===== src/sv/sphav_pkg.sv =====
// shared types, register indexes and fixed widths for the sph artificial viscosity unit
// no dependencies
`default_nettype none

package sphav_pkg;

    localparam int CFG_W      = 31;
    localparam int CFG_IDX_W  = 2;
    localparam int FRAC_BITS  = 16;
    localparam int PROD_W     = 64;
    localparam int SUM_W      = 66;
    localparam int DOT_W      = SUM_W - FRAC_BITS;
    localparam int M_W        = 48;
    localparam int DEN_W      = 41;
    localparam int Q_W        = 62;
    localparam int RHO_W      = 31;
    localparam int HH_W       = 2 * CFG_W;
    localparam int ETA_W      = 26;
    localparam int QUOT_STEPS = Q_W;
    localparam int NORM_STEPS = 31;
    localparam int FRONT_LAT  = 3;
    localparam int SCALE_MULS = 3;

    localparam logic [CFG_IDX_W-1:0] REG_SMOOTHING_LENGTH = 2'd0;
    localparam logic [CFG_IDX_W-1:0] REG_ALPHA_COEFF      = 2'd1;
    localparam logic [CFG_IDX_W-1:0] REG_SOUND_SPEED      = 2'd2;

    localparam logic [CFG_W-1:0] SMOOTHING_LENGTH_RST = 31'd65536;
    localparam logic [CFG_W-1:0] ALPHA_COEFF_RST      = 31'd6554;
    localparam logic [CFG_W-1:0] SOUND_SPEED_RST      = 31'd4105293;

    // 0.01 in q0.32
    localparam logic [ETA_W-1:0] ETA_FRAC = 26'd42949673;

    localparam logic signed [31:0] VISC_MAX = 32'sh7FFF_FFFF;

    typedef struct packed {
        logic signed [31:0] rel_pos_x;
        logic signed [31:0] rel_pos_y;
        logic signed [31:0] rel_pos_z;
        logic signed [31:0] rel_vel_x;
        logic signed [31:0] rel_vel_y;
        logic signed [31:0] rel_vel_z;
        logic [30:0]        dist_squared;
        logic [30:0]        density_a;
        logic [30:0]        density_b;
    } in_t;

    typedef struct packed {
        logic signed [31:0] visc_term;
        logic               approaching;
        logic               saturated;
    } out_t;

    typedef struct packed {
        logic [CFG_W-1:0] smoothing_length;
        logic [CFG_W-1:0] alpha_coeff;
        logic [CFG_W-1:0] sound_speed;
    } cfg_t;

    typedef struct packed {
        logic [M_W-1:0]   m;
        logic [DEN_W-1:0] den;
        logic [RHO_W-1:0] robar;
        logic             neg;
        logic             zero_div;
    } front_t;

    typedef struct packed {
        logic [Q_W-1:0]   q;
        logic [RHO_W-1:0] robar;
        logic             neg;
        logic             zero_div;
        logic             ovf;
    } quot_t;

endpackage

`default_nettype wire


===== src/sv/sphav_norm.sv =====
// division by mean density, one bit per stage, with saturation and result select
// depends on sphav_pkg
`default_nettype none

module sphav_norm import sphav_pkg::*; (
    input  logic  aclk,
    input  logic  aresetn,
    input  logic  en,
    input  logic  in_valid,
    input  quot_t in_data,
    output logic  out_valid,
    output out_t  out_data
);

    localparam int SHIFT = NORM_STEPS - FRAC_BITS;

    typedef struct packed {
        logic [RHO_W-1:0]      rem;
        logic [NORM_STEPS-1:0] qx;
        logic [RHO_W-1:0]      robar;
        logic                  neg;
        logic                  zero_div;
        logic                  ovf;
    } nstage_t;

    logic [NORM_STEPS:0] vld_reg;
    nstage_t             st_reg [0:NORM_STEPS];
    nstage_t             last;

    always_ff @(posedge aclk) begin
        if (!aresetn) begin
            vld_reg <= '0;
        end else if (en) begin
            vld_reg <= {vld_reg[NORM_STEPS-1:0], in_valid};
        end
    end

    // result of 2^31 or more shows as q >> 15 already >= mean density
    always_ff @(posedge aclk) begin
        if (en) begin
            st_reg[0].rem      <= in_data.q[SHIFT +: RHO_W];
            st_reg[0].qx       <= {in_data.q[SHIFT-1:0], {FRAC_BITS{1'b0}}};
            st_reg[0].robar    <= in_data.robar;
            st_reg[0].neg      <= in_data.neg;
            st_reg[0].zero_div <= in_data.zero_div;
            st_reg[0].ovf      <= in_data.ovf || (in_data.q[Q_W-1:SHIFT] >= in_data.robar);
        end
    end

    for (genvar j = 0; j < NORM_STEPS; j++) begin : g_step
        logic [RHO_W:0] trial;
        logic [RHO_W:0] diff;
        logic           take;

        assign trial = {st_reg[j].rem, st_reg[j].qx[NORM_STEPS-1]};
        assign diff  = trial - {1'b0, st_reg[j].robar};
        assign take  = trial >= {1'b0, st_reg[j].robar};

        always_ff @(posedge aclk) begin
            if (en) begin
                st_reg[j+1].rem      <= take ? diff[RHO_W-1:0] : trial[RHO_W-1:0];
                st_reg[j+1].qx       <= {st_reg[j].qx[NORM_STEPS-2:0], take};
                st_reg[j+1].robar    <= st_reg[j].robar;
                st_reg[j+1].neg      <= st_reg[j].neg;
                st_reg[j+1].zero_div <= st_reg[j].zero_div;
                st_reg[j+1].ovf      <= st_reg[j].ovf;
            end
        end
    end

    assign last = st_reg[NORM_STEPS];

    always_comb begin
        if (!last.neg) begin
            out_data.visc_term   = '0;
            out_data.approaching = 1'b0;
            out_data.saturated   = 1'b0;
        end else if (last.zero_div || last.ovf) begin
            out_data.visc_term   = VISC_MAX;
            out_data.approaching = 1'b1;
            out_data.saturated   = 1'b1;
        end else begin
            out_data.visc_term   = {1'b0, last.qx};
            out_data.approaching = 1'b1;
            out_data.saturated   = 1'b0;
        end
    end

    assign out_valid = vld_reg[NORM_STEPS];

endmodule

`default_nettype wire


===== config.mk =====
export PLATFORM = sky130hd
export DESIGN_NAME = sphav_norm
export DESIGN_NICKNAME = d
export VERILOG_FILES = /design/src/sv/sphav_pkg.sv /design/src/sv/sphav_norm.sv
export SDC_FILE = /design/constraint.sdc
export NUM_CORES = 2
export LEC_CHECK = 0
export BUFFER_PORTS_ARGS = -buffer_cell sky130_fd_sc_hd__buf_2
export CAP_MARGIN = 20
export CORE_MARGIN = 2
export CORE_UTILIZATION = 40
export DETAILED_ROUTE_END_ITERATION = 6
export GPL_TIMING_DRIVEN = 0
export MAX_ROUTING_LAYER = met4
export PLACE_DENSITY = 0.58
export SYNTH_ARGS = -nofsm -noshare
export SYNTH_HDL_FRONTEND = slang
export SYNTH_SLANG_ARGS = --single-unit

===== constraint.sdc =====
create_clock -name aclk -period 5 [get_ports aclk]
set_clock_uncertainty 0.1 [all_clocks]
set_input_delay 0.75 -clock aclk [delete_from_list [all_inputs] [get_ports aclk]]
set_output_delay 0.75 -clock aclk [all_outputs]
set_load 0.05 [all_outputs]

==> results.yml <==
sta:
  drv_slew: 0
  worst_pin_slew_ns: 1.010
  hold_slack_ns: 0.2150
  slew_headroom: 0.3179
  fmax_ghz: 0.2142
  hold_viol: 0
  setup_viol: 0
  fin_crit_ns: 4.669
  fin_crit_sh: 0.9339
  rsz0062_at_grt: "no"
global_route:
  antenna_found_initial: 14
  grt_remaining_overflow: 0
  grt_use_met2: 0.3246
  met1_usage: 0.2690
  grt_usage: 0.2012
  grt_start_max_net_pins: 180
  met3_usage: 0.01834
  busiest_layer: "met2"
  grt_pass1_wl_um: 543700
  first_global_vias: 91620
worst_hold_path:
  min_delay_path_depth: 4
  hold_class: "primary input to register"
  hp-start: "in_data[82]"
  holdPathEnd: "st_reg[0][0]"
synth:
  synth_edf_count: 2634
  synth.area.top_cells: "edfxtp_1, ha_1, a21oi_1"
  avgSynthCellArea_um2: 11.91
  yosysTopAreaCell: "edfxtp_1"
  synth-simple-area-share: 0.07891
  synthXorXnorAreaFrac: 0.04890
  synthCells: 11841
  ys.flop_type: "edfxtp_1"
  yosys.cell_types.count: 101
  synth_mux_area_frac: 0.03594
  synthesis.area_mm2: 0.1410
  syn_nets: 12962
  yosys_warnings: 0
  synth_top_family_by_area: "compound AO/OA/AOI/OAI gates"
  ys_seq_area_frac: 0.5656
  yosysTopAreaCellShare: 0.5611
  ys_ff_latch: 2666
  yosys.area_share.adder: 0.09222
  synth-compound-area-share: 0.1375
  async_reset_ff_frac: 0
cts:
  clockRootBuffer: "clkbuf_16"
  h-tree-depth: 5
  insertion_delay_ns: 0.94
  clock_sinks: 2666
  clk_pin_slew_ns: 0.06
  cts_tree: "done"
  cts_made_buffers: 308
  cts_buffer_depth: 4
routing:
  avgViaCountPerCell: 5.333
  avgRoutedWirePerCell_um: 20.66
  drc: 0
  first_pass_iters: 6
  routed_wl_um: 355900
  drt-initial-drc-count: 6358
  ant_nets: 0
  vias: 91877
worst_setup_path:
  worstRegToRegCells: 15
  worst-path-max-fanout: 10
  crit_type: "register to register"
  critical_path.startpoint_type: "register"
  required_ns: 5.57
  worstReg2RegEnd: "st_reg[12][75]"
  critPathArrivalTime_ns: 5.24
  r2r_slack_ns: 0.33
  timing.rr.start: "st_reg[11][3]"
  crit_path_end_kind: "register"
layout:
  syn_to_final_growth_pct: 12.67
  largest_reg_flops: 2634
  mostFrequentLayoutCells: "edfxtp_1, inv_1, ha_1"
  drive_gt1_frac: 0.08896
  final_common_cell: "edfxtp_1"
  post-route-util: 0.4538
  final_nets: 13506
placed_design:
  place_congestion: 0.9097
  portBuffers: 133
  hpwl_um: 269200
floorplan:
  io_pins: 135
  start_util: 0.4028
  die_x_um: 597.7
  fp.dieH_um: 597.7
  num_rows: 217
  fp.coreArea_mm2: 0.3500
  die-area_mm2: 0.3572
pwr:
  ir_drop_uv: 303.7
  leakage_nw: 64.08
  p_per_area_mw_per_mm2: 664.0
status:
  status: "completed"
job:
  max-cap-violations: 0
logic make-up (layout without fill, tap and decap cells):
kind of cell / Yosys count / in the layout
other: 1 / 5
XOR/XNOR: 787 / 787
AND/OR/NAND/NOR: 2331 / 2331
adder cells (fa/ha/maj): 1021 / 1021
flip-flops: 2666 / 2666
buffers and inverters: 1504 / 2287
AO/OA/AOI/OAI: 3076 / 3076
multiplexers: 455 / 455
synthesized netlist by cell type (19+ instances only):
| library cell | instances |
|---|---|
| inv_1 | 1247 |
| and3_1 | 66 |
| nor4_1 | 28 |
| a21boi_0 | 34 |
| a211o_1 | 28 |
| fa_1 | 30 |
| nor2b_1 | 130 |
| nand2b_1 | 100 |
| nor2_1 | 565 |
| ha_1 | 991 |
| mux2_1 | 25 |
| or3_1 | 34 |
| o21a_1 | 149 |
| edfxtp_1 | 2634 |
| mux2_2 | 384 |
| and4_1 | 29 |
| or2_2 | 31 |
| o21ai_0 | 706 |
| nor3_1 | 127 |
| or4_1 | 19 |
| mux2i_1 | 46 |
| nand4_1 | 160 |
| o21bai_1 | 134 |
| a31oi_1 | 99 |
| a2111oi_0 | 28 |
| buf_2 | 46 |
| a211oi_1 | 58 |
| clkbuf_1 | 183 |
| o31ai_1 | 64 |
| dfxtp_1 | 32 |
| o211ai_1 | 29 |
| xnor2_1 | 486 |
| o31a_1 | 28 |
| a21oi_1 | 939 |
| xor2_1 | 301 |
| a41oi_1 | 21 |
| a21o_1 | 541 |
| nand3_1 | 165 |
| and2_1 | 38 |
| nand2_1 | 767 |
stage by stage:
stage	worst slack, ns	TNS, ns	power [mW]	cells	cell area [um2]
final	0.3306	0	105.5	17227	158800
after global routing	0.02227	0	112.9	17227	158800
after CTS	0.02891	0	106.6	17222	158800
after detailed placement	-0.6646	-13.69	83.04	16591	147900
after global placement	-39.15	-	84.67	16573	147400
after floorplan	1.445	0	68.92	11841	141000
worst max-delay path by stage:
stage | from | endpoint | slack [ns] | cells past startpoint
after floorplan | st_reg[16][65] | st_reg[17][88] | 1.44 | 12
after global placement | en | st_reg[31][58] | -39.15 | 1
after detailed placement | st_reg[11][3] | st_reg[12][88] | -0.66 | 14
after CTS | st_reg[11][3] | st_reg[12][88] | 0.03 | 15
after global routing | st_reg[11][64] | st_reg[12][74] | 0.02 | 16
final | st_reg[11][3] | st_reg[12][75] | 0.33 | 15
power breakdown:
part           total, mW  leakage, nW  internal [mW]  switching [mW]
Sequential          36.4         26.0           32.7            3.76
Clock               22.6         4.87           13.4            9.21
Combinational       46.4         33.2           19.4            27.0
metal layers:
metal,part of all wire,vias up
met5,0,-
met4,0.032,0
met3,0.037,627
met2,0.47,1986
met1,0.46,44622
li1,-,44642
final cells by class:
cell class,instances,area (um2)
sequential,2666,79740
fill,31663,191100
timing repair buffer,234,1986
buffer,257,1090
antenna,4,10.01
multi-input combinational,7671,55490
clock inverter,182,1993
clock buffer,367,8098
inverter,1247,4681
tap,4599,5754
critical path: stages, from the launching register on:
cell       delay [ns]
edfxtp_1         0.50
ha_1             0.23
inv_1            0.06
fa_1             0.40
a21o_1           0.19
a21oi_1          0.27
o21ai_0          0.13
o2111ai_1        0.16
a21oi_1          0.17
o21bai_1         0.40
nand3_1          0.25
a31oi_4          0.40
buf_2            0.41
buf_1            0.47
nand2_1          0.12
o21ai_0          0.18
what timing repair did:
| action | 4_1_cts | 5_1_grt |
|---|---|---|
| pin swaps | 0 | 0 |
| setup buffers | 0 | 0 |
| endpoints found under the hold margin | 90 | 0 |
| hold buffers | 82 | 0 |
| cloned | 0 | 1 |
| endpoints found under the setup margin | 27 | 64 |
| gates resized for setup | 2 | 5 |
Note: power is estimated with default switching activity, not from simulation.
